## src/design/binary_heap_priority_queue_macros.svh

```systemverilog
// ----------------------------------------------------------------------------
// binary_heap_priority_queue_macros
// Assertion macros for the heap queue RTL, used by bhpq_dp. Build with NO_ASSERTIONS
// defined to drop every check.
// ----------------------------------------------------------------------------
`ifndef BINARY_HEAP_PRIORITY_QUEUE_MACROS_SVH
`define BINARY_HEAP_PRIORITY_QUEUE_MACROS_SVH

`ifndef NO_ASSERTIONS

// property that must hold at every edge out of reset
`define BHPQ_ASSERT(lbl, clk, rst_n, prop, msg) \
    lbl: assert property (@(posedge clk) disable iff (!rst_n) (prop)) else $error(msg);

// condition in one cycle implies a result in the next
`define BHPQ_ASSERT_NEXT(lbl, clk, rst_n, pre, post, msg) \
    lbl: assert property (@(posedge clk) disable iff (!rst_n) (pre) |=> (post)) \
        else $error(msg);

`else

`define BHPQ_ASSERT(lbl, clk, rst_n, prop, msg)
`define BHPQ_ASSERT_NEXT(lbl, clk, rst_n, pre, post, msg)

`endif

`endif

```

## src/design/bhpq_pkg.sv

```systemverilog
// ----------------------------------------------------------------------------
// bhpq_pkg
// Shared types and codes for the binary heap priority queue.
// ----------------------------------------------------------------------------
package bhpq_pkg;

    // input operation codes (carried on s_tuser)
    localparam logic OP_INSERT = 1'b0;
    localparam logic OP_REMOVE = 1'b1;

    // result status codes (carried on m_tuser)
    localparam logic [1:0] STAT_DONE  = 2'd0;
    localparam logic [1:0] STAT_FULL  = 2'd1;
    localparam logic [1:0] STAT_EMPTY = 2'd2;

    // heap order
    localparam logic MODE_MIN = 1'b0;
    localparam logic MODE_MAX = 1'b1;

    // configuration register indexes
    localparam logic REG_HEAP_MODE = 1'b0;

    localparam int VALUE_W = 32;
    localparam int COUNT_W = 7;

    // controller states
    typedef enum logic [2:0] {
        ST_IDLE,
        ST_UP_RD,
        ST_UP_CMP,
        ST_DN_LAST,
        ST_DN_LEFT,
        ST_DN_RIGHT,
        ST_DN_CMP,
        ST_DONE
    } t_state;

    // datapath commands
    typedef enum logic [3:0] {
        DP_NOP,
        DP_START_INS,
        DP_START_REM,
        DP_UP_STEP,
        DP_UP_CMP,
        DP_DN_LOAD,
        DP_DN_LEFT,
        DP_DN_RIGHT,
        DP_DN_CMP,
        DP_EMIT
    } t_dp_op;

    // datapath status toward the controller
    typedef struct packed {
        logic full;        // count at capacity
        logic empty;       // no entries held
        logic last_one;    // exactly one entry held
        logic hole_root;   // hole sits at the root
        logic left_in;     // left child of hole is inside the heap
        logic up_moves;    // carried value beats the parent just read
        logic down_moves;  // a child beats the carried value
        logic out_busy;    // output register holds a beat not taken this cycle
    } t_dp_stat;

endpackage

```

## src/design/bhpq_ctrl.sv

```systemverilog
// ----------------------------------------------------------------------------
// bhpq_ctrl
// Sequencer for insert (sift up) and removal (sift down) on the heap store.
// ----------------------------------------------------------------------------
module bhpq_ctrl (
    input  logic               i_clk,
    input  logic               i_rst_n,
    input  logic               i_valid,
    input  logic               i_op,
    input  bhpq_pkg::t_dp_stat i_stat,
    output logic               o_ready,
    output bhpq_pkg::t_dp_op   o_dp_op
);
    import bhpq_pkg::*;

    t_state r_state;
    t_state n_state;

    // state register
    always_ff @(posedge i_clk) begin
        if (!i_rst_n) begin
            r_state <= ST_IDLE;
        end else begin
            r_state <= n_state;
        end
    end

    // next state and commands
    always_comb begin
        n_state = r_state;
        o_dp_op = DP_NOP;
        o_ready = 1'b0;
        unique case (r_state)
            ST_IDLE: begin
                o_ready = 1'b1;
                if (i_valid) begin
                    if (i_op == OP_INSERT) begin
                        o_dp_op = DP_START_INS;
                        n_state = i_stat.full ? ST_DONE : ST_UP_RD;
                    end else begin
                        o_dp_op = DP_START_REM;
                        n_state = (i_stat.empty || i_stat.last_one) ? ST_DONE : ST_DN_LAST;
                    end
                end
            end
            ST_UP_RD: begin
                // at the root the value is written, else the parent is read
                o_dp_op = DP_UP_STEP;
                n_state = i_stat.hole_root ? ST_DONE : ST_UP_CMP;
            end
            ST_UP_CMP: begin
                o_dp_op = DP_UP_CMP;
                n_state = i_stat.up_moves ? ST_UP_RD : ST_DONE;
            end
            ST_DN_LAST: begin
                o_dp_op = DP_DN_LOAD;
                n_state = ST_DN_LEFT;
            end
            ST_DN_LEFT: begin
                o_dp_op = DP_DN_LEFT;
                n_state = i_stat.left_in ? ST_DN_RIGHT : ST_DONE;
            end
            ST_DN_RIGHT: begin
                o_dp_op = DP_DN_RIGHT;
                n_state = ST_DN_CMP;
            end
            ST_DN_CMP: begin
                o_dp_op = DP_DN_CMP;
                n_state = i_stat.down_moves ? ST_DN_LEFT : ST_DONE;
            end
            ST_DONE: begin
                if (!i_stat.out_busy) begin
                    o_dp_op = DP_EMIT;
                    n_state = ST_IDLE;
                end
            end
            default: begin
                n_state = ST_IDLE;
            end
        endcase
    end

endmodule

```

## config.mk

```make
export PLATFORM = sky130hd
export DESIGN_NAME = bhpq_ctrl
export DESIGN_NICKNAME = d
export VERILOG_FILES = /design/src/design/binary_heap_priority_queue_macros.svh /design/src/design/bhpq_pkg.sv /design/src/design/bhpq_ctrl.sv
export SDC_FILE = /design/constraint.sdc
export NUM_CORES = 1
export LEC_CHECK = 0
export BUFFER_PORTS_ARGS = -buffer_cell sky130_fd_sc_hd__buf_4
export CORE_AREA = 2 2 39 41
export CTS_CLUSTER_SIZE = 16
export DETAILED_ROUTE_END_ITERATION = 10
export DIE_AREA = 0 0 41 43
export PLACE_DENSITY = 0.58
export SETUP_SLACK_MARGIN = 0.1
export SLEW_MARGIN = 0
export SYNTH_ARGS = -nofsm -noshare
export SYNTH_HDL_FRONTEND = slang
export SYNTH_SLANG_ARGS = --single-unit
```

## constraint.sdc

```tcl
create_clock -name i_clk -period 1.65 [get_ports i_clk]
set_input_delay 0 -clock i_clk [delete_from_list [all_inputs] [get_ports i_clk]]
set_output_delay 0 -clock i_clk [all_outputs]
set_load 0.005 [all_outputs]
```

# Yosys cells after proc, flatten, opt, wreduce, memory -nomap -nowiden
# Cells that the tools add are included.
dict set report word_totals {
  regBits 3
  in_bits 12
  output_inout_bits 5
  elab_cells 28
}
dict set report op_classes {
  eq_ne 9
  muxes 15
  reduce_logical 3
}
# op n
set ops {}
lappend ops {{case mux 4 bit (8 select lines)} 1}
lappend ops {{case mux 3 bit (8 select lines)} 1}
lappend ops {{2-to-1 mux 3 bit} 7}
lappend ops {{equality test 3 bit (second input constant)} 4}
lappend ops {{2-to-1 mux 2 bit} 4}
lappend ops {{equality test 3 x 2 -> 1 bit (second input constant)} 2}
lappend ops {{2-to-1 mux 4 bit} 1}
lappend ops {{inequality test 2 bit (second input constant)} 2}
lappend ops {{equality test 3 x 1 -> 1 bit (second input constant)} 1}
lappend ops {{logical NOT 3 bit} 1}
lappend ops {{AND reduction 2 bit} 1}
lappend ops {{logical OR 1 bit} 1}
lappend ops {{2-to-1 mux 1 bit} 1}

# Longest topological paths before layout
dict set report depth {
  word_depth 5
  ltp_mapped 7
  ltp_nobuf 6
}

# Worst setup path before layout
# No wires, ideal clock.
dict set report synth_timing {
  kind {flip-flop to flip-flop}
  from {register r_state[1]}
  to {register r_state[1]}
  setup_ns 0.133
  arrival_ns 1.532
  required_time_ns 1.517
  setup_slack_ns -0.015
  stages_incl_launch_ff 7
  path_buffers 1
  period_less_slack_ns 1.665
  path_cell_list {dfxtp_1 > buf_4 > inv_2 > ha_1 > or4_4 > o311ai_1 > a21oi_2}
}
dict set report synth_between {
  elab_chain_len 3
  word_cells_on_any_way 12
  classes_between {eq/ne: 9; mux: 1; reduce/logical: 2}
}
# item line
set synth_rtl {}
lappend synth_rtl {{from (decl)} bhpq_ctrl.sv:16} ;# t_state r_state;
lappend synth_rtl {{from (signal assigned)} bhpq_ctrl.sv:24} ;# r_state <= n_state;
lappend synth_rtl {{equality test 3 bit / logical NOT 3 bit (equally long branches)} bhpq_ctrl.sv:33} ;# unique case (r_state)
lappend synth_rtl {{inequality test 2 bit (no line)} n/a}
lappend synth_rtl {{AND reduction 2 bit (no line)} n/a}
# Parallel ways exist; a longest one is shown, timed or not.
# A chain may end at the register's enable or synchronous reset.

# Worst setup path in the final report
dict set report layout_timing {
  from {register r_state[1]}
  to {register r_state[2]}
}
# The elaborated chain is that of the path after synthesis.

==> qor.txt <==
r2r worst-path depth - 6
CP most frequent cell - nor4_1
highest-delay cell along the critical path - dfxtp_4
clock root cell - clkbuf_4
cell taking the most area after synthesis - dfxtp_1
residual DRC count - 0
most frequent cells in the layout - 26 x buf_4, 3 x nand2_1, 3 x nor2_1, 3 x ha_4, 3 x clkbuf_4
register area share after synthesis - 0.151
final worst slack - 0.0877 ns
Syn Nets - 63
Total Power - 1.40 mW
P_int - 797 uW
minimum clock period - 1.56 ns
PD cells - 1960 nW/um2
Initial DRC Count - 11
Critical Path Max Stage Delay - 0.37 ns
number of global-route vias before repair - 461
Starting Density - 0.288
Layout Nets - 92
gr usage total - 0.164
R2R setup slack - 0.09 ns
Slew headroom - 0.675
r2r startpoint - r_state[1]
Logic pwr share - 0.777
initial antenna violation count - 0
yosys warns - 0
Reg power frac - 0.125
Die W - 41 um
sw frac - 0.430
final hold vios - 0
fin crit share - 0.947
met2 WL - 683 um
Register Area - 67.6 um2
CP bufs+invs - 1
biggest regs - r_state: 3 flops
PortBufs - 16
Most flops, register - r_state
leakage - 0.286 nW
Crit Path Category - reg -> reg
Clk network pwr share - 0.097
CP delay by family, top - simple AND/OR/NAND/NOR gates
reg2reg end - r_state[2]
hpwl dp - 888 um
most common cell after layout, fill and taps aside - buf_4
largest cells by area after synthesis - dfxtp_1 15%, ha_1 9.4%, nor4_4 5.3%, o311ai_1 4.4%, o41ai_2 4.1%
Yosys cell types - 30
clk slew on worst S/H paths - 0.05 ns
hold path endpoint - r_state[2]
post-synth top area share - 0.151
vias per std cell - 5.35
Skew-Pair Late Insertion Delay - 0.24 ns
Max-Cap Viols - 0
met3 routed WL - 87 um
CP Launch Type - register
crit-path max FO - 6
GPL Wtd Cong - 0.822
first-pass GRT wire length - 1.97 mm
CTS H-tree depth - 1
Top Ports - 17
vias post-DR - 492
actual slew at the worst max-slew pin - 0.479 ns
CP Data Arrival Time - 1.67 ns
Net Sw Power - 601 uW
crit path cell chain - buf_4 -> ha_4 -> nor2_2 -> nor4_1 -> nor4_1 -> a21oi_2
Yosys reg bits - 3
Post-synth EDFFs - 0
largest net degree at the start of global routing - 11
RSZ-0062 raised after global routing - yes
Final Max Tran Viols - 0
CTS tree - done
CTS buffer count - 3
post-place setup slack - 0.108 ns
final WL - 1.29 mm
outcome - finished, final reports clean
Post-Synthesis Cell Area - 398 um2
Max Root-Sink Buffers - 2
CP startpoint - r_state[1]
Die ar. - 1760 um2
Mapped Avg Cell Area - 8.29 um2
# fillers - 140
DR WL/cell - 14.0 um
CTS Sinks - 3
Die Y - 43 um
Fmax achieved - 640 MHz
top routing layer used - met4
layout cells sized above 1 - 0.658
multi-input logic area - 378 um2
Final Setup Violations - 0
final hold slack - 0.0387 ns
wire length on met1 - 509 um
Peak VDD IR - 0.883 mV
Critical Path RT - 1.76 ns
FP Rows - 14
clk_skew - 0.0132 ns
GR Overflow Total - 0
ys async rst share - 0
worst hold path type - in -> reg
Syn Inst Count - 48
core area - 1380 um2
Critical Path Sink Type - register
first-pass iteration count of the detailed router - 4
n_diodes - 0
hold depth - 3
area delta synth->final - 79.2%
Main synth FF type - dfxtp_1
max reg flops - 3
worst hold start - i_rst_n
post-route ant nets - 0
[worst register-to-register path, stage by stage (launching register included)]
cell and delay [ns]:
dfxtp_4 0.37, buf_4 0.15, ha_4 0.17, nor2_2 0.19, nor4_1 0.08, nor4_1 0.37, a21oi_2 0.11
[power groups by stage]
stage	Combinational [mW]	Sequential, mW	Clock [mW]
floorplan	0.525	0.145	0
global placement	0.757	0.155	0
detailed placement	0.764	0.158	0
CTS	0.859	0.181	0.141
global route	1.17	0.180	0.150
finish	1.09	0.175	0.136
[area by class of cell]
cell class | count | area share
multi-input cells | 38 | 0.530
well taps | 16 | 0.0281
repair buffers | 27 | 0.289
inverters | 4 | 0.0211
flip-flops and latches | 3 | 0.0947
clock buffers | 4 | 0.0368
[synth_stat cells, types with 2 or more instances]
| master | number |
|---|---|
| nand2_1 | 3 |
| o311ai_1 | 2 |
| o21ai_0 | 3 |
| inv_1 | 3 |
| a21oi_1 | 2 |
| nor2_1 | 4 |
| ha_1 | 3 |
| nand3_1 | 2 |
| nand3b_1 | 2 |
| nor4_1 | 2 |
| dfxtp_1 | 3 |
[routing by layer]
metal	vias up	track usage
met1	233	0.215
met5	-	0
met2	19	0.234
li1	238	-
met4	0	0.100
met3	2	0.0314
[stage by stage]
step	instance area [um2]	cells	TNS, ns	utilization
2_1_floorplan	407	48	0	-
3_3_place_gp	549	81	0	0.397
3_5_place_dp	549	81	0	0.397
4_1_cts	634	87	0	0.458
5_1_grt	713	92	-0.0129	0.515
6_report	713	92	0	0.515
[cell families after synthesis]
group / Yosys count / share of synthesized area
buffers and inverters: 7 / 0.0975
and+or+nand+nor: 21 / 0.365
DFF: 3 / 0.151
adders and majority gates: 3 / 0.0943
AOI/OAI and AO/OA: 14 / 0.292
[timing repair]
action / 4_1_cts / 5_1_grt
resized for setup: 10 / 7
setup buffers: 2 / 5
pin swaps: 3 / 5
endpoints found under the setup margin: 4 / 2
hold buffers: 0 / 0
[worst max-delay path by stage]
stage / end / cells after the start / slack [ns]
2_1_floorplan: r_state[1] / 6 / 0.11
3_3_place_gp: r_state[1] / 5 / 0.14
3_5_place_dp: r_state[1] / 5 / 0.11
4_1_cts: o_dp_op[0] / 6 / 0.10
5_1_grt: o_dp_op[0] / 6 / -0.01
6_report: r_state[2] / 6 / 0.09
No activity file was read; power rests on OpenSTA's default activity.
